<file path="src/hdl/slfp_pkg.sv">
// Shared types and constants for the sound-level frame parser.
package slfp_pkg;

  // Header bytes of a level frame.
  localparam logic [7:0] StartByte0   = 8'hBB;
  localparam logic [7:0] StartByte1   = 8'hAA;
  localparam logic [7:0] LevelCommand = 8'h01;

  // Number of bytes in one frame.
  localparam int unsigned FrameBytes = 6;

  // Width of the frame position, enough to count the frame bytes.
  localparam int unsigned PosWidth = $clog2(FrameBytes);

  // Position of the byte now expected within a frame.
  typedef enum logic [PosWidth-1:0] {
    PosStart0 = 3'd0,
    PosStart1 = 3'd1,
    PosCmd    = 3'd2,
    PosLow    = 3'd3,
    PosHigh   = 3'd4,
    PosSum    = 3'd5
  } slfp_pos_e;

  // Outcome of parsing one byte.
  typedef struct packed {
    logic [PosWidth-1:0] position;
    logic                good;
    logic [15:0]         level;
  } slfp_result_t;

endpackage

</file>
<file path="src/hdl/sound_level_frame_parser.sv">
// Sound-level sensor frame parser top level: input register, parser, result register.
//
// Usage: bytes from the sensor link enter on in_valid_i / rx_byte_i and are taken at an
// edge where in_valid_i is high and in_stall_o is low. Each byte gives exactly one result
// item on out_valid_o with frame_position_o, frame_good_o and level_tenths_db_o, taken at
// an edge where out_valid_o is high and out_stall_i is low.
// The parser hunts for frames BB AA 01 lo hi sum; a frame whose additive checksum matches
// loads the held level (tenths of a dB, little-endian), a bad one is dropped.
// Path: a taken byte sits in the input register and is parsed into the result register once
// that register is free. Throughput: one byte per cycle while the receiver does not stall;
// the parser state updates as each byte moves between the two registers.
// Stalling: while the receiver stalls, the result register holds its item and the input
// register can still take one more byte; only when both are full is in_stall_o raised.
// Reset: rst_ni clears both valid flags, the frame position, the running sum and the
// held level to zero.
module sound_level_frame_parser (
  input  logic        clk_i,
  input  logic        rst_ni,
  input  logic        in_valid_i,
  output logic        in_stall_o,
  input  logic [7:0]  rx_byte_i,
  output logic        out_valid_o,
  input  logic        out_stall_i,
  output logic [2:0]  frame_position_o,
  output logic        frame_good_o,
  output logic [15:0] level_tenths_db_o
);
  import slfp_pkg::*;

  logic         in_valid_q;
  logic [7:0]   in_byte_q;
  logic         out_valid_q;
  slfp_result_t out_q;
  slfp_result_t result;
  logic         out_free;
  logic         advance;
  logic         in_take;

  // Handshake between the two stages.
  assign out_free   = !out_valid_q || !out_stall_i;
  assign advance    = in_valid_q && out_free;
  assign in_stall_o = in_valid_q && !out_free;
  assign in_take    = in_valid_i && !in_stall_o;

  // Input register.
  always_ff @(posedge clk_i or negedge rst_ni) begin
    if (!rst_ni) begin
      in_valid_q <= 1'b0;
    end else if (in_take) begin
      in_valid_q <= 1'b1;
    end else if (advance) begin
      in_valid_q <= 1'b0;
    end
  end

  always_ff @(posedge clk_i) begin
    if (in_take) begin
      in_byte_q <= rx_byte_i;
    end
  end

  // Parser state updates once per byte moved into the result register.
  slfp_parser u_parser (
    .clk_i     (clk_i),
    .rst_ni    (rst_ni),
    .step_i    (advance),
    .rx_byte_i (in_byte_q),
    .result_o  (result)
  );

  // Result register.
  always_ff @(posedge clk_i or negedge rst_ni) begin
    if (!rst_ni) begin
      out_valid_q <= 1'b0;
    end else if (out_free) begin
      out_valid_q <= advance;
    end
  end

  always_ff @(posedge clk_i) begin
    if (advance) begin
      out_q <= result;
    end
  end

  assign out_valid_o       = out_valid_q;
  assign frame_position_o  = out_q.position;
  assign frame_good_o      = out_q.good;
  assign level_tenths_db_o = out_q.level;

`ifndef SYNTH
  a_stall_only_when_full: assert property (@(posedge clk_i) disable iff (!rst_ni)
    in_stall_o |-> in_valid_q && out_valid_q)
    else $error("input stalled with a free stage");
  a_advance_fills_out: assert property (@(posedge clk_i) disable iff (!rst_ni)
    advance |=> out_valid_q)
    else $error("parsed item lost");
  a_good_ends_frame: assert property (@(posedge clk_i) disable iff (!rst_ni)
    out_valid_q && out_q.good |-> out_q.position == PosStart0)
    else $error("good frame did not return to start");
`endif

endmodule

</file>
<file path="src/hdl/slfp_parser.sv">
// Frame parser state: position, running checksum, level bytes and held level.
module slfp_parser (
  input  logic                clk_i,
  input  logic                rst_ni,
  input  logic                step_i,
  input  logic [7:0]          rx_byte_i,
  output slfp_pkg::slfp_result_t result_o
);
  import slfp_pkg::*;

  slfp_pos_e   pos_q, pos_d;
  logic [7:0]  sum_q, sum_d;
  logic [7:0]  low_q, high_q;
  logic [15:0] level_q, level_d;
  logic        mismatch;
  logic        good;

  // Header check and checksum compare for the byte at the current position.
  always_comb begin
    mismatch = 1'b0;
    good     = 1'b0;
    level_d  = level_q;
    unique case (pos_q)
      PosStart0: mismatch = (rx_byte_i != StartByte0);
      PosStart1: mismatch = (rx_byte_i != StartByte1);
      PosCmd:    mismatch = (rx_byte_i != LevelCommand);
      PosLow:    mismatch = 1'b0;
      PosHigh:   mismatch = 1'b0;
      PosSum: begin
        if (sum_q == rx_byte_i) begin
          good    = 1'b1;
          level_d = {high_q, low_q};
        end
      end
      default:   mismatch = 1'b1;
    endcase
  end

  // Next position and running sum.
  always_comb begin
    if (mismatch) begin
      pos_d = PosStart0;
      sum_d = 8'd0;
    end else if (pos_q == PosSum) begin
      pos_d = PosStart0;
      sum_d = 8'd0;
    end else begin
      pos_d = slfp_pos_e'(pos_q + 3'd1);
      sum_d = (pos_q == PosStart0) ? rx_byte_i : 8'(sum_q + rx_byte_i);
    end
  end

  // Control state and held level.
  always_ff @(posedge clk_i or negedge rst_ni) begin
    if (!rst_ni) begin
      pos_q   <= PosStart0;
      sum_q   <= 8'd0;
      level_q <= 16'd0;
    end else if (step_i) begin
      pos_q   <= pos_d;
      sum_q   <= sum_d;
      level_q <= level_d;
    end
  end

  // Level bytes of the frame in flight; always written before they are used.
  always_ff @(posedge clk_i) begin
    if (step_i && pos_q == PosLow) begin
      low_q <= rx_byte_i;
    end
    if (step_i && pos_q == PosHigh) begin
      high_q <= rx_byte_i;
    end
  end

  assign result_o.position = pos_d;
  assign result_o.good     = good;
  assign result_o.level    = level_d;

`ifndef SYNTH
  a_pos_range: assert property (@(posedge clk_i) disable iff (!rst_ni)
    pos_q <= PosSum)
    else $error("frame position out of range");
  a_idle_hold: assert property (@(posedge clk_i) disable iff (!rst_ni)
    !step_i |=> $stable(pos_q) && $stable(sum_q) && $stable(level_q))
    else $error("parser state moved without a byte");
  a_bad_sum_keeps_level: assert property (@(posedge clk_i) disable iff (!rst_ni)
    step_i && pos_q == PosSum && sum_q != rx_byte_i |=> $stable(level_q) && pos_q == PosStart0)
    else $error("bad checksum changed the held level");
`endif

endmodule

</file>
<file path="config.mk">
export PLATFORM = sky130hd
export DESIGN_NAME = sound_level_frame_parser
export DESIGN_NICKNAME = d
export VERILOG_FILES = /design/src/hdl/slfp_pkg.sv /design/src/hdl/sound_level_frame_parser.sv /design/src/hdl/slfp_parser.sv
export SDC_FILE = /design/constraint.sdc
export NUM_CORES = 1
export LEC_CHECK = 0
export BUFFER_PORTS_ARGS = -buffer_cell sky130_fd_sc_hd__buf_2
export CAP_MARGIN = 20
export CORE_UTILIZATION = 50
export DETAILED_ROUTE_END_ITERATION = 6
export PLACE_DENSITY = 0.69
export SYNTH_ARGS = -nofsm -noshare
export SYNTH_HDL_FRONTEND = slang
export SYNTH_HIERARCHICAL = 1
export SYNTH_SLANG_ARGS = --single-unit
</file>
<file path="constraint.sdc">
create_clock -name clk_i -period 3.81 [get_ports clk_i]
set_input_delay 0.381 -clock clk_i [delete_from_list [all_inputs] [get_ports clk_i]]
set_output_delay 0.381 -clock clk_i [all_outputs]
set_load 0.02 [all_outputs]
</file>
; ---- Word level (Yosys, flattened, before mapping)
; Index checks and enable logic that the tools add are counted.
[op_classes]
n_addsub = 2
mul = 0
n_div = 0
order_cmp = 0
n_eq_ne = 9
shift = 0
muxes = 11
n_bitwise = 0
n_reduce_logical = 13
[ops]
columns = op, n
row1 = $mux W16, 2
row2 = $mux W8, 3
row3 = $ne A8 B8 Y1 const B, 2
row4 = $add A8 B8 Y8, 1
row5 = $eq A8 B8 Y1, 1
row6 = $ne A8 B1 Y1 const B, 1
row7 = $eq A3 B2 Y1 const B, 2
row8 = $eq A3 B3 Y1 const B, 2
row9 = $mux W3, 2
row10 = $logic_and A1 B1 Y1, 5
row11 = $logic_not A1 Y1, 4
row12 = $pmux W1 S4, 1
row13 = $add A3 B1 Y3 const B, 1
row14 = $eq A3 B1 Y1 const B, 1
row15 = $logic_not A3 Y1, 1
row16 = $mux W1, 3
row17 = $reduce_or A3 Y1, 1
row18 = $reduce_bool A2 Y1, 1
row19 = $logic_or A1 B1 Y1, 1
[word_totals]
reg_bits = 73
latchBits = 0
ramBits = 0
mem_bits_ro = 0
in_bits = 12
out_inout_bits = 22
elab_cells = 46
n_memories = 0

; ---- Logic depth before layout (Yosys ltp)
; Gate-level depths: netlist (run 1).
[depth]
ltp_word = 7
mapped_depth = 7
depth_no_buf = 7

; ---- Cells and area by module
; Netlist (run 1), hierarchy kept.
[modules_own_cells]
columns = mod, instances, cells_each, area_per_inst_um2, seq_area_each_um2
row1 = slfp_parser, 1, 189, 2356.0, 1156.1
row2 = sound_level_frame_parser, 1, 36, 933.4, 890.9

; ---- Worst setup path after synthesis (run 1)
; Ideal clock, no wire load.
[synth_timing]
path_kind = reg2reg
startpoint = register out_valid_q (netlist: out_valid_o)
endpoint = register u_parser.high_q[0] (enable)
setup_time_ns = 0.332
arrival_ns = 3.103
required_ns = 3.478
slack_ns = 0.375
stages_incl_launch_ff = 4
path_buffers = 1
period_less_slack_ns = 3.435
path_cell_list = dfrtp_1 a21boi_0 clkbuf_1 and3_1
[synth_between]
elab_chain_len = 4
[synth_rtl]
columns = item, line_no
row1 = from (decl), sound_level_frame_parser.sv:32  ; logic out_valid_q;
row2 = from (signal assigned), sound_level_frame_parser.sv:76  ; out_valid_q <= advance;
row3 = $logic_not A1 Y1, sound_level_frame_parser.sv:40  ; assign out_free = !out_valid_q || !out_stall_i;
row4 = $logic_or A1 B1 Y1, sound_level_frame_parser.sv:40
row5 = $logic_and A1 B1 Y1, sound_level_frame_parser.sv:41  ; assign advance = in_valid_q && out_free;
row6 = net advance, sound_level_frame_parser.sv:36  ; logic advance;
row7 = $logic_and A1 B1 Y1, slfp_parser.sv:71  ; if (step_i && pos_q == PosHigh) begin
row8 = to (signal assigned), slfp_parser.sv:72  ; high_q <= rx_byte_i;
row9 = to (decl), slfp_parser.sv:13  ; logic [7:0] low_q, high_q;
; The timed path passes the listed nets, and every way through them passes these cells.
; A chain may end at the register's enable or synchronous reset.

; ---- Final worst setup path (run 1)
[layout_timing]
startpoint = register in_byte_q[2]
endpoint = register u_parser.level_q[11]
[layout_between]
elab_chain_len = 3
[layout_rtl]
columns = item, line_no
row1 = from (decl), sound_level_frame_parser.sv:31  ; logic [7:0] in_byte_q;
row2 = from (signal assigned), sound_level_frame_parser.sv:58  ; in_byte_q <= rx_byte_i;
row3 = $eq A8 B8 Y1, slfp_parser.sv:30  ; if (sum_q == rx_byte_i) begin
row4 = $mux W16, slfp_parser.sv:30
row5 = $mux W16, slfp_parser.sv:23  ; unique case (pos_q)
row6 = to (signal assigned), slfp_parser.sv:62  ; level_q <= level_d;
row7 = to (decl), slfp_parser.sv:14  ; logic [15:0] level_q, level_d;
; Every way passes these cells.

==> impl_metrics.prom, run 1 <==
# TYPE chip_impl_metric gauge
chip_impl_metric{name="initial_utilization",unit="%"} 51.8
chip_impl_metric{name="cts-hold-fix-buffers",unit=""} 0
chip_impl_info{name="regToRegStartpoint",value="in_byte_q[2]$_DFFE_PP_"} 1
chip_impl_metric{name="timing.final.setup_violations",unit=""} 0
chip_impl_metric{name="floorplan.die.width",unit="um"} 83.1
chip_impl_metric{name="wire_length_of_the_first_global_routing_pass",unit="um"} 9530
chip_impl_info{name="crit_path_cell_trace",value="ha_1 > or4_4 > nor4_4 > buf_4 > nand2_4 > mux2_4"} 1
chip_impl_info{name="synth.largest_area_cell",value="sky130_fd_sc_hd__edfxtp_1"} 1
chip_impl_metric{name="routed_wire_length_per_instance",unit="um"} 16.5
chip_impl_metric{name="synth_seq_cells",unit=""} 73
chip_impl_metric{name="total_count_of_max_transition_violations_in_the_final_report",unit=""} 0
chip_impl_metric{name="cts_h_tree_lvls",unit=""} 3
chip_impl_metric{name="critical-path-max-stage-delay",unit="ns"} 0.57
chip_impl_metric{name="final.min_clock_period",unit="ns"} 2.68
chip_impl_metric{name="sequential_to_total_area_share_from_yosys_stat",unit="%"} 62.2
chip_impl_info{name="critical-path-slowest-cell",value="sky130_fd_sc_hd__or4_4"} 1
chip_impl_metric{name="io_pins",unit=""} 34
chip_impl_metric{name="static-leakage-power",unit="uW"} 0.00163
chip_impl_metric{name="worst-r2r-setup-slack",unit="ns"} 1.13
chip_impl_metric{name="detail_route.wirelength.met1",unit="um"} 2660
chip_impl_metric{name="synth_cell_types",unit=""} 51
chip_impl_metric{name="hold_violations",unit=""} 0
chip_impl_metric{name="synth_area",unit="mm^2"} 0.00329
chip_impl_metric{name="synthesis.instances",unit=""} 225
chip_impl_metric{name="design_power_total",unit="uW"} 1670
chip_impl_metric{name="nets_finish",unit=""} 283
chip_impl_metric{name="viasPerCell",unit=""} 5.61
chip_impl_metric{name="clk_path_buf_depth",unit=""} 2
chip_impl_info{name="cts_root_buffer",value="sky130_fd_sc_hd__clkbuf_8"} 1
chip_impl_info{name="holdCritPathClass",value="in -> async"} 1
chip_impl_metric{name="inserted_diodes",unit=""} 0
chip_impl_metric{name="fmax_achieved",unit="MHz"} 373
chip_impl_metric{name="port_buffers",unit=""} 33
chip_impl_info{name="highest_layer",value="met4"} 1
chip_impl_info{name="critical_path.startpoint_type",value="register"} 1
chip_impl_metric{name="setup_total_negative_slack",unit="ns"} 0
chip_impl_metric{name="drc_errors",unit=""} 0
chip_impl_metric{name="synth_enable_flop_cells",unit=""} 44
chip_impl_metric{name="worst-r2r-cell-count",unit=""} 6
chip_impl_metric{name="coreArea",unit="mm^2"} 0.00635
chip_impl_info{name="endpoint_kind",value="register"} 1
chip_impl_metric{name="dieArea",unit="mm^2"} 0.00691
chip_impl_metric{name="clk_pin_slew",unit="ns"} 0.08
chip_impl_metric{name="largest_net_degree_at_the_start_of_global_routing",unit=""} 30
chip_impl_info{name="rsz0062_at_grt",value="no"} 1
chip_impl_metric{name="placement_rows",unit=""} 29
chip_impl_info{name="top_area_cells_in_the_synthesized_netlist",value="sky130_fd_sc_hd__edfxtp_1 (40%), sky130_fd_sc_hd__dfrtp_1 (22%), sky130_fd_sc_hd__mux2_2 (8.9%), sky130_fd_sc_hd__mux2_4 (4.6%), sky130_fd_sc_hd__ha_1 (3.0%)"} 1
chip_impl_metric{name="dp.final_hpwl",unit="um"} 3840
chip_impl_metric{name="gr-total-overflow",unit=""} 0
chip_impl_metric{name="place_congestion",unit=""} 0.853
chip_impl_metric{name="postSynth.asyncResetShare",unit="%"} 39.7
chip_impl_info{name="tritoncts",value="done"} 1
chip_impl_metric{name="route.met3.wl",unit="um"} 188
chip_impl_metric{name="crit_arrival",unit="ns"} 2.91
chip_impl_metric{name="drv.max_cap_violation_count",unit=""} 0
chip_impl_info{name="path_class",value="reg -> reg"} 1
chip_impl_metric{name="synth_top_cell_area_share",unit="%"} 40.2
chip_impl_metric{name="finish.utilization",unit="%"} 59.1
chip_impl_metric{name="grt_pass1_vias",unit=""} 1946
chip_impl_metric{name="antenna_found_initial",unit=""} 0
chip_impl_metric{name="insertion_delay",unit="ns"} 0.34
chip_impl_metric{name="clkSinkCount",unit=""} 73
chip_impl_metric{name="total_via_count_in_the_routed_design",unit=""} 1929
chip_impl_metric{name="drive_gt1_share",unit="%"} 36.0
chip_impl_metric{name="synth.net_count",unit=""} 246
chip_impl_metric{name="dr.first_iter.drc_count",unit=""} 100
chip_impl_metric{name="residual_antenna_violating_net_count_after_detailed_routing",unit=""} 0
chip_impl_metric{name="met2_layer_wire_length_in_the_routed_design",unit="um"} 2720
chip_impl_metric{name="maxSlewHeadroom",unit="%"} 54.2
chip_impl_metric{name="dr.pass1.iters",unit=""} 4
chip_impl_metric{name="postCtsResizedCells",unit=""} 0
chip_impl_metric{name="cts_inserted_buffers",unit=""} 9
chip_impl_metric{name="synth_area_per_cell",unit="um^2"} 14.6
chip_impl_metric{name="die_height",unit="um"} 83.1
chip_impl_metric{name="finalClockSkew",unit="ns"} 0.00760
chip_impl_metric{name="postCtsSetupBuffers",unit=""} 0
chip_impl_metric{name="crit_required",unit="ns"} 4.04
chip_impl_metric{name="yosysWarnings",unit=""} 6
chip_impl_metric{name="tightest_slew",unit="ns"} 0.688
chip_impl_metric{name="finalWirelength",unit="um"} 5680
chip_impl_info{name="synthFlopType",value="sky130_fd_sc_hd__edfxtp_1"} 1
chip_impl_metric{name="vdd_drop_max",unit="mV"} 0.356
chip_impl_metric{name="hold_ws",unit="ns"} 0.0773
chip_impl_info{name="outcome",value="finished, final reports clean"} 1
chip_impl_metric{name="worst-path-max-fanout",unit=""} 18
chip_impl_metric{name="layout-area-overhead-vs-synth",unit="%"} 14.1
chip_impl_metric{name="grt_use_total",unit="%"} 18.3
chip_impl_metric{name="fin_crit_sh",unit="%"} 70.4
chip_impl_info{name="reg_to_reg_endpoint",value="u_parser/level_q[11]$_DFFE_PN0P_"} 1
chip_impl_metric{name="power_per_cell_area",unit="mW/mm^2"} 446
==> cells by family after synthesis <==
family                     Yosys count  share of synthesized area (%)
xor gates and xnor gates             3                          0.799
buffers and inverters               16                           2.43
adders and majority gates            9                           3.65
AOI/OAI and AO/OA                   35                           7.65
muxes                               38                           14.1
DFF                                 73                           62.2
and+or+nand+nor                     51                           9.17
==> metal layers <==
metal	vias up	GRT usage (%)
li1	920	-
met1	953	24.5
met2	44	27.9
met3	12	3.48
met4	0	11.1
met5	-	0
==> cell type report <==
type / count / area (um^2)
flip-flops and latches: 73 / 2050
multi-input cells: 136 / 1170
clock inverters: 6 / 88.8
fillers: 489 / 2600
clock buffers: 10 / 138
repair buffers: 36 / 188
inverters: 6 / 22.5
well taps: 77 / 96.3
==> metrics by stage <==
stage	setup WS [ns]	cell area, um^2	cells
CTS	1.12	3750	344
global route	1.00	3750	344
detailed placement	1.13	3530	328
floorplan	0.375	3290	225
global placement	1.12	3530	328
finish	1.13	3750	344
==> worst max-delay path, delay by kind of cell (launching register included) <==
kind                       cells  cell delay (ns)
DFF                            1             0.48
muxes                          1             0.35
adders and majority gates      1             0.40
buffers and inverters          1             0.30
and+or+nand+nor                3             1.04
==> power by group <==
part | switching [uW] | internal [uW] | total [uW] | leakage (uW)
Combinational | 73.0 | 39.1 | 112 | 0.000706
Clock | 286 | 389 | 675 | 0.000111
Sequential | 19.3 | 866 | 886 | 0.000817
Total | 378 | 1290 | 1670 | 0.00163
==> cells in the mapped netlist (all sizes together), types with 2 or more instances <==
cell type / n
a211oi: 4
a21o: 2
a21oi: 7
and2: 2
and3: 2
buf: 5
clkbuf: 5
dfrtp: 29
edfxtp: 44
ha: 8
inv: 6
mux2: 36
mux2i: 2
nand2: 15
nand2b: 5
nand3: 3
nor2: 6
nor2b: 2
nor3: 5
nor4: 2
o21ai: 3
o21bai: 2
o2bb2ai: 4
o31a: 2
o31ai: 4
or2: 2
or4: 2
xor2: 2
==> cells in the final DEF, fill, tap and decap left out, drive strengths merged, types with 3 or more instances in the layout <==
master	instances
inv	8
clkbuf	10
buf	36
o31ai	4
nor3	5
nand2b	5
edfxtp	44
a21oi	7
a211oi	4
nor2	6
o2bb2ai	4
ha	8
nand3	3
dfrtp	29
nand2	15
o21ai	3
mux2	36
==> worst max path at each step <==
stage / startpoint / to
6_report: in_byte_q[2]$_DFFE_PP_ / u_parser/level_q[11]$_DFFE_PN0P_
4_1_cts: in_byte_q[2]$_DFFE_PP_ / u_parser/level_q[11]$_DFFE_PN0P_
3_3_place_gp: in_byte_q[2]$_DFFE_PP_ / u_parser/level_q[11]$_DFFE_PN0P_
5_1_grt: in_byte_q[2]$_DFFE_PP_ / u_parser/level_q[6]$_DFFE_PN0P_
3_5_place_dp: in_byte_q[2]$_DFFE_PP_ / u_parser/level_q[14]$_DFFE_PN0P_
2_1_floorplan: out_valid_o$_DFFE_PN0P_ / u_parser/high_q[0]$_DFFE_PP_
==> registers in the layout, indices dropped and copies added, names as in the netlist <==
signal / count
level_tenths_db_o: 16
u_parser/level_q: 16
in_byte_q: 8
u_parser/high_q: 8
u_parser/low_q: 8
u_parser/sum_q: 8
frame_position_o: 3
u_parser/pos_q: 3
frame_good_o: 1
in_valid_q: 1
out_valid_o: 1
Power figures use the tool's default switching activity.
==> inputs of run 2 (changes only) <==
Clock period 3.81 ns to 2.5 ns, I/O delays scaled along.
==> impl_metrics.prom, run 2 (synthesis gave the netlist of run 1 again) <==
# TYPE chip_impl_metric gauge
chip_impl_metric{name="antenna_found_initial",unit=""} 0
chip_impl_info{name="holdCritPathClass",value="in -> reg"} 1
chip_impl_metric{name="hold_violations",unit=""} 0
chip_impl_metric{name="power_per_cell_area",unit="mW/mm^2"} 637
chip_impl_metric{name="gr-total-overflow",unit=""} 0
chip_impl_metric{name="vdd_drop_max",unit="mV"} 0.432
chip_impl_metric{name="critical_path_buf_inv_count",unit=""} 1
chip_impl_info{name="cts_root_buffer",value="sky130_fd_sc_hd__clkbuf_8"} 1
chip_impl_metric{name="static-leakage-power",unit="uW"} 0.00168
chip_impl_metric{name="fin_crit_sh",unit="%"} 96.5
chip_impl_metric{name="detail_route.wirelength.met1",unit="um"} 2750
chip_impl_metric{name="largest_net_degree_at_the_start_of_global_routing",unit=""} 30
chip_impl_info{name="outcome",value="finished, final reports clean"} 1
chip_impl_metric{name="setup_total_negative_slack",unit="ns"} 0
chip_impl_metric{name="met2_layer_wire_length_in_the_routed_design",unit="um"} 2940
chip_impl_metric{name="power_switching_share",unit="%"} 23.1
chip_impl_metric{name="routed_wire_length_per_instance",unit="um"} 16.7
chip_impl_metric{name="filler_cell_count",unit=""} 511
chip_impl_info{name="crit_family",value="simple AND/OR/NAND/NOR gates"} 1
chip_impl_metric{name="crit_required",unit="ns"} 2.72
chip_impl_info{name="crit_path_cell_trace",value="ha_4 > or4_4 > nor4_4 > buf_12 > nand2_4 > mux2_4"} 1
chip_impl_metric{name="clk_pin_slew",unit="ns"} 0.07
chip_impl_metric{name="floorplan.die.width",unit="um"} 83.1
chip_impl_metric{name="detailed_place.area",unit="mm^2"} 0.00365
chip_impl_info{name="critical-path-slowest-cell",value="sky130_fd_sc_hd__or4_4"} 1
chip_impl_info{name="rsz0062_at_grt",value="no"} 1
chip_impl_metric{name="multiInputGateArea",unit="mm^2"} 0.00120
chip_impl_info{name="highest_layer",value="met4"} 1
chip_impl_metric{name="dr.pass1.iters",unit=""} 4
chip_impl_metric{name="crit_arrival",unit="ns"} 2.63
chip_impl_metric{name="final.min_clock_period",unit="ns"} 2.41
chip_impl_metric{name="drive_gt1_share",unit="%"} 38.6
chip_impl_info{name="layout.cells.most_common_list",value="sky130_fd_sc_hd__edfxtp_1 (44), sky130_fd_sc_hd__buf_2 (33), sky130_fd_sc_hd__dfrtp_1 (29)"} 1
chip_impl_metric{name="dieArea",unit="mm^2"} 0.00691
chip_impl_metric{name="combinational_power_share",unit="%"} 8.5
chip_impl_metric{name="grt_use_total",unit="%"} 18.8
chip_impl_metric{name="total_count_of_max_transition_violations_in_the_final_report",unit=""} 0
chip_impl_metric{name="clkSinkCount",unit=""} 73
chip_impl_metric{name="layout-area-overhead-vs-synth",unit="%"} 17.2
chip_impl_metric{name="clk_path_buf_depth",unit=""} 2
chip_impl_metric{name="nets_finish",unit=""} 296
chip_impl_metric{name="regArea",unit="mm^2"} 0.00205
chip_impl_metric{name="inserted_diodes",unit=""} 0
chip_impl_metric{name="postCtsResizedCells",unit=""} 0
chip_impl_info{name="endpoint_kind",value="register"} 1
chip_impl_metric{name="layout.cell_area.non_filler",unit="mm^2"} 0.00386
chip_impl_metric{name="dp.final_hpwl",unit="um"} 4090
chip_impl_metric{name="place_congestion",unit=""} 0.905
chip_impl_info{name="path_class",value="reg -> reg"} 1
chip_impl_metric{name="worst-path-max-fanout",unit=""} 18
chip_impl_metric{name="maxSlewHeadroom",unit="%"} 53.0
chip_impl_metric{name="residual_antenna_violating_net_count_after_detailed_routing",unit=""} 0
chip_impl_metric{name="net-switching-power",unit="uW"} 568
chip_impl_metric{name="finalClockSkew",unit="ns"} 0.00950
chip_impl_metric{name="finalWirelength",unit="um"} 5980
chip_impl_metric{name="total_via_count_in_the_routed_design",unit=""} 1967
chip_impl_metric{name="cts_h_tree_lvls",unit=""} 3
chip_impl_info{name="mostFrequentLayoutCell",value="sky130_fd_sc_hd__edfxtp_1"} 1
chip_impl_metric{name="timing.final.setup_violations",unit=""} 0
chip_impl_metric{name="placement_rows",unit=""} 29
chip_impl_metric{name="cts_inserted_buffers",unit=""} 9
chip_impl_metric{name="coreArea",unit="mm^2"} 0.00635
chip_impl_info{name="critical_path.startpoint_type",value="register"} 1
chip_impl_metric{name="fmax_achieved",unit="MHz"} 414
chip_impl_metric{name="drc_errors",unit=""} 0
chip_impl_info{name="tritoncts",value="done"} 1
chip_impl_metric{name="grt_pass1_vias",unit=""} 1974
chip_impl_metric{name="io_pins",unit=""} 34
chip_impl_metric{name="postCtsSetupBuffers",unit=""} 0
chip_impl_metric{name="dr.first_iter.drc_count",unit=""} 79
chip_impl_metric{name="wire_length_of_the_first_global_routing_pass",unit="um"} 9880
chip_impl_metric{name="route.met3.wl",unit="um"} 206
chip_impl_metric{name="initial_utilization",unit="%"} 51.8
chip_impl_metric{name="drv.max_cap_violation_count",unit=""} 0
chip_impl_metric{name="internal_power",unit="uW"} 1890
chip_impl_metric{name="clock_power_share",unit="%"} 36.9
chip_impl_metric{name="port_buffers",unit=""} 33
chip_impl_metric{name="viasPerCell",unit=""} 5.51
chip_impl_metric{name="design_power_total",unit="uW"} 2460
chip_impl_metric{name="insertion_delay",unit="ns"} 0.33
chip_impl_metric{name="tightest_slew",unit="ns"} 0.704
chip_impl_metric{name="die_height",unit="um"} 83.1
chip_impl_metric{name="sequentialPowerShare",unit="%"} 54.6
chip_impl_metric{name="critical-path-max-stage-delay",unit="ns"} 0.53
-- run 2: cell types whose count changed in the layout (fill, tap and decap cells not counted), sizes merged --
| cell | previous run | this run |
|---|---|---|
| buf | 36 | 48 |
| clkbuf | 10 | 13 |
| dlygate4sd3 | 0 | 1 |
| inv | 8 | 6 |
| bufinv | 2 | 1 |
-- run 2: final cells by class --
cell class,count,area share [%]
repair buffers,49,7.79
inverters,6,0.584
clock inverters,3,1.10
clock buffers,13,3.86
well taps,77,2.50
multi-input cells,136,31.1
flip-flops and latches,73,53.1
-- run 2: final timing paths --
path                            cells past startpoint                                to  slack [ns]                          start
worst max register to register                      6  u_parser/level_q[10]$_DFFE_PN0P_        0.09         in_byte_q[5]$_DFFE_PP_
worst max-delay path                                6  u_parser/level_q[10]$_DFFE_PN0P_        0.09         in_byte_q[5]$_DFFE_PP_
max in group asynchronous                           2     u_parser/pos_q[2]$_DFFE_PN0P_        1.54                         rst_ni
worst min-delay path                                1            in_byte_q[1]$_DFFE_PP_        0.09                   rx_byte_i[1]
worst min register to register                      1     u_parser/sum_q[2]$_DFFE_PN0P_        0.50  u_parser/sum_q[2]$_DFFE_PN0P_
min in group asynchronous                           2  u_parser/level_q[14]$_DFFE_PN0P_        0.50                         rst_ni
-- run 2: power groups by stage --
stage	Clock [uW]	Sequential, uW	Combinational [uW]
detailed placement	0	1370	209
finish	907	1340	208
global route	984	1340	228
CTS	922	1340	211
floorplan	0	1400	88.3
global placement	0	1370	206
-- run 2: timing repair --
action	in CTS	in global routing
hold buffers	1	0
endpoints found under the setup margin	0	0
hold endpoints to repair	27	0
-- run 2: through the flow --
stage / cells / setup slack [ns] / util (%) / hold WS, ns
floorplan: 225 / -0.0777 / - / -0.0456
global placement: 340 / 0.123 / 57.6 / 0.348
detailed placement: 340 / 0.0991 / 57.6 / 0.351
CTS: 357 / 0.0815 / 60.7 / 0.0769
global route: 357 / 0.0111 / 60.7 / 0.0686
finish: 357 / 0.0867 / 60.7 / 0.0889
-- run 2: metal layers --
metal / track usage, % / vias up
met5: 0 / -
met4: 7.84 / 0
met3: 4.47 / 7
met2: 30.0 / 44
met1: 24.9 / 971
li1: - / 945
==> inputs of run 3 (changes only) <==
Settings changed: SETUP_SLACK_MARGIN set to 0.5.
Clock period 2.5 ns to 2.7 ns, I/O delays scaled along.
==> impl_metrics.prom, run 3 (synthesis gave the netlist of run 1 again) <==
# TYPE chip_impl_metric gauge
chip_impl_info{name="outcome",value="finished, final reports clean"} 1
chip_impl_metric{name="fin_crit_sh",unit="%"} 89.5
chip_impl_metric{name="worst-r2r-cell-count",unit=""} 6
chip_impl_metric{name="finish.utilization",unit="%"} 62.9
chip_impl_metric{name="drc_errors",unit=""} 0
chip_impl_metric{name="tightest_slew",unit="ns"} 0.711
chip_impl_info{name="cts_root_buffer",value="sky130_fd_sc_hd__clkbuf_8"} 1
chip_impl_info{name="critical_path.startpoint_type",value="register"} 1
chip_impl_metric{name="drv.max_cap_violation_count",unit=""} 0
chip_impl_metric{name="clk_path_buf_depth",unit=""} 2
chip_impl_metric{name="combinational_power_share",unit="%"} 8.8
chip_impl_metric{name="crit_required",unit="ns"} 2.79
chip_impl_metric{name="worst-path-max-fanout",unit=""} 5
chip_impl_metric{name="finalClockSkew",unit="ns"} 0.00454
chip_impl_metric{name="residual_antenna_violating_net_count_after_detailed_routing",unit=""} 0
chip_impl_metric{name="filler_cell_count",unit=""} 457
chip_impl_metric{name="largest_net_degree_at_the_start_of_global_routing",unit=""} 30
chip_impl_metric{name="critical_path_depth",unit=""} 6
chip_impl_metric{name="timing.final.setup_violations",unit=""} 0
chip_impl_metric{name="inserted_diodes",unit=""} 0
chip_impl_metric{name="final.min_clock_period",unit="ns"} 2.42
chip_impl_metric{name="layout-area-overhead-vs-synth",unit="%"} 21.3
chip_impl_metric{name="dp.final_hpwl",unit="um"} 4010
chip_impl_info{name="tritoncts",value="done"} 1
chip_impl_metric{name="clkSinkCount",unit=""} 73
chip_impl_info{name="crit_path_end",value="level_tenths_db_o[9]$_DFFE_PP_"} 1
chip_impl_metric{name="setup_total_negative_slack",unit="ns"} 0
chip_impl_info{name="reg_to_reg_endpoint",value="level_tenths_db_o[9]$_DFFE_PP_"} 1
chip_impl_metric{name="wire_length_of_the_first_global_routing_pass",unit="um"} 10100
chip_impl_metric{name="routed_wire_length_per_instance",unit="um"} 17.6
chip_impl_metric{name="grt_pass1_vias",unit=""} 2037
chip_impl_metric{name="crit_arrival",unit="ns"} 2.51
chip_impl_metric{name="cts_h_tree_lvls",unit=""} 3
chip_impl_metric{name="maxSlewHeadroom",unit="%"} 52.6
chip_impl_metric{name="finalWirelength",unit="um"} 6300
chip_impl_metric{name="fmax_achieved",unit="MHz"} 414
chip_impl_metric{name="internal_power",unit="uW"} 1730
chip_impl_metric{name="worst-r2r-setup-slack",unit="ns"} 0.28
chip_impl_metric{name="dr.first_iter.drc_count",unit=""} 97
chip_impl_info{name="rsz0062_at_grt",value="yes"} 1
chip_impl_info{name="crit_family",value="simple AND/OR/NAND/NOR gates"} 1
chip_impl_metric{name="net-switching-power",unit="uW"} 538
chip_impl_metric{name="clk_pin_slew",unit="ns"} 0.07
chip_impl_metric{name="dieArea",unit="mm^2"} 0.00691
chip_impl_metric{name="hold_violations",unit=""} 0
chip_impl_metric{name="antenna_found_initial",unit=""} 0
chip_impl_metric{name="dr.pass1.iters",unit=""} 4
chip_impl_metric{name="initial_utilization",unit="%"} 51.8
chip_impl_metric{name="clock_power_share",unit="%"} 36.3
chip_impl_info{name="endpoint_kind",value="register"} 1
chip_impl_metric{name="sequentialPowerShare",unit="%"} 54.9
chip_impl_metric{name="grt_use_total",unit="%"} 19.3
chip_impl_metric{name="insertion_delay",unit="ns"} 0.34
chip_impl_metric{name="vdd_drop_max",unit="mV"} 0.483
chip_impl_info{name="regToRegStartpoint",value="u_parser/sum_q[2]$_DFFE_PN0P_"} 1
chip_impl_metric{name="critical-path-max-stage-delay",unit="ns"} 0.55
chip_impl_metric{name="critical_path_buf_inv_count",unit=""} 2
chip_impl_info{name="mostFrequentLayoutCell",value="sky130_fd_sc_hd__edfxtp_1"} 1
chip_impl_info{name="worstSetupStartpoint",value="u_parser/sum_q[2]$_DFFE_PN0P_"} 1
chip_impl_info{name="holdCritPathClass",value="in -> reg"} 1
chip_impl_metric{name="design_power_total",unit="uW"} 2260
chip_impl_info{name="layout.cells.most_common_list",value="sky130_fd_sc_hd__edfxtp_1 (44), sky130_fd_sc_hd__buf_2 (33), sky130_fd_sc_hd__dfrtp_1 (29)"} 1
chip_impl_info{name="critical-path-slowest-cell",value="sky130_fd_sc_hd__or4_4"} 1
chip_impl_metric{name="placement_rows",unit=""} 29
chip_impl_metric{name="total_count_of_max_transition_violations_in_the_final_report",unit=""} 0
chip_impl_metric{name="die_height",unit="um"} 83.1
chip_impl_info{name="path_class",value="reg -> reg"} 1
chip_impl_metric{name="static-leakage-power",unit="uW"} 0.00170
chip_impl_metric{name="cts_inserted_buffers",unit=""} 9
chip_impl_metric{name="viasPerCell",unit=""} 5.58
chip_impl_metric{name="power_switching_share",unit="%"} 23.8
chip_impl_metric{name="io_pins",unit=""} 34
chip_impl_metric{name="power_per_cell_area",unit="mW/mm^2"} 567
chip_impl_metric{name="port_buffers",unit=""} 33
chip_impl_info{name="crit_path_cell_trace",value="ha_4 > or4_4 > nor4_4 > buf_6 > clkbuf_16 > mux2_2"} 1
chip_impl_metric{name="drive_gt1_share",unit="%"} 41.3
chip_impl_metric{name="floorplan.die.width",unit="um"} 83.1
chip_impl_metric{name="place_congestion",unit=""} 0.943
chip_impl_metric{name="nets_finish",unit=""} 297
chip_impl_metric{name="total_via_count_in_the_routed_design",unit=""} 1997
chip_impl_metric{name="coreArea",unit="mm^2"} 0.00635
chip_impl_metric{name="gr-total-overflow",unit=""} 0
run 3: per-layer routing:
layer | vias to the layer above | routed length, um | GRT usage (%) | share of wire [%]
met5 | - | 0 | 0 | 0
met3 | 8 | 301 | 5.27 | 4.8
met2 | 61 | 3150 | 30.5 | 50
li1 | 950 | - | - | -
met1 | 978 | 2770 | 24.7 | 44
met4 | 0 | 72 | 9.40 | 1.1
run 3: stage by stage:
stage | worst slack, ns | cell area, um^2 | hold WS, ns | instances
floorplan | 0.122 | 3330 | -0.0256 | 225
global route | 0.254 | 3990 | 0.0657 | 358
detailed placement | 0.240 | 3620 | 0.367 | 335
global placement | 0.280 | 3620 | 0.361 | 335
CTS | 0.315 | 3840 | 0.0802 | 353
finish | 0.283 | 3990 | 0.0995 | 358
run 3: worst min-delay path by stage:
stage               slack (ns)  cells past startpoint         start                               end
finish                     0.1                      1  rx_byte_i[2]            in_byte_q[2]$_DFFE_PP_
global route              0.07                      1  rx_byte_i[4]            in_byte_q[4]$_DFFE_PP_
CTS                       0.08                      1  rx_byte_i[0]            in_byte_q[0]$_DFFE_PP_
detailed placement        0.37                      1        rst_ni  u_parser/level_q[12]$_DFFE_PN0P_
global placement          0.36                      1        rst_ni  u_parser/level_q[12]$_DFFE_PN0P_
floorplan                -0.03                      0        rst_ni            in_valid_q$_DFFE_PN0P_
run 3: area by class of cell:
cell class,count,area (um^2),share of cell area [%]
Clock buffer,11,131,3.29
Clock inverter,5,56.3,1.41
Inverter,6,22.5,0.564
Multi-Input combinational cell,137,1300,32.5
Sequential cell,73,2050,51.3
Tap cell,77,96.3,2.41
Timing Repair Buffer,49,339,8.50
run 3: power groups by stage:
stage | Combinational [uW] | Clock [uW] | Sequential (uW)
3_5_place_dp | 188 | 0 | 1270
5_1_grt | 218 | 903 | 1250
2_1_floorplan | 82.9 | 0 | 1290
4_1_cts | 195 | 847 | 1240
6_report | 200 | 820 | 1240
3_3_place_gp | 184 | 0 | 1270
run 3: repair_timing:
| item | 4_1_cts | 5_1_grt |
|---|---|---|
| pin swaps | 0 | 5 |
| endpoints found under the setup margin | 33 | 35 |
| gates cloned | 0 | 3 |
| endpoints found under the hold margin | 21 | 0 |
| hold buffers | 1 | 0 |
| setup buffers | 1 | 2 |
| resized for setup | 4 | 13 |
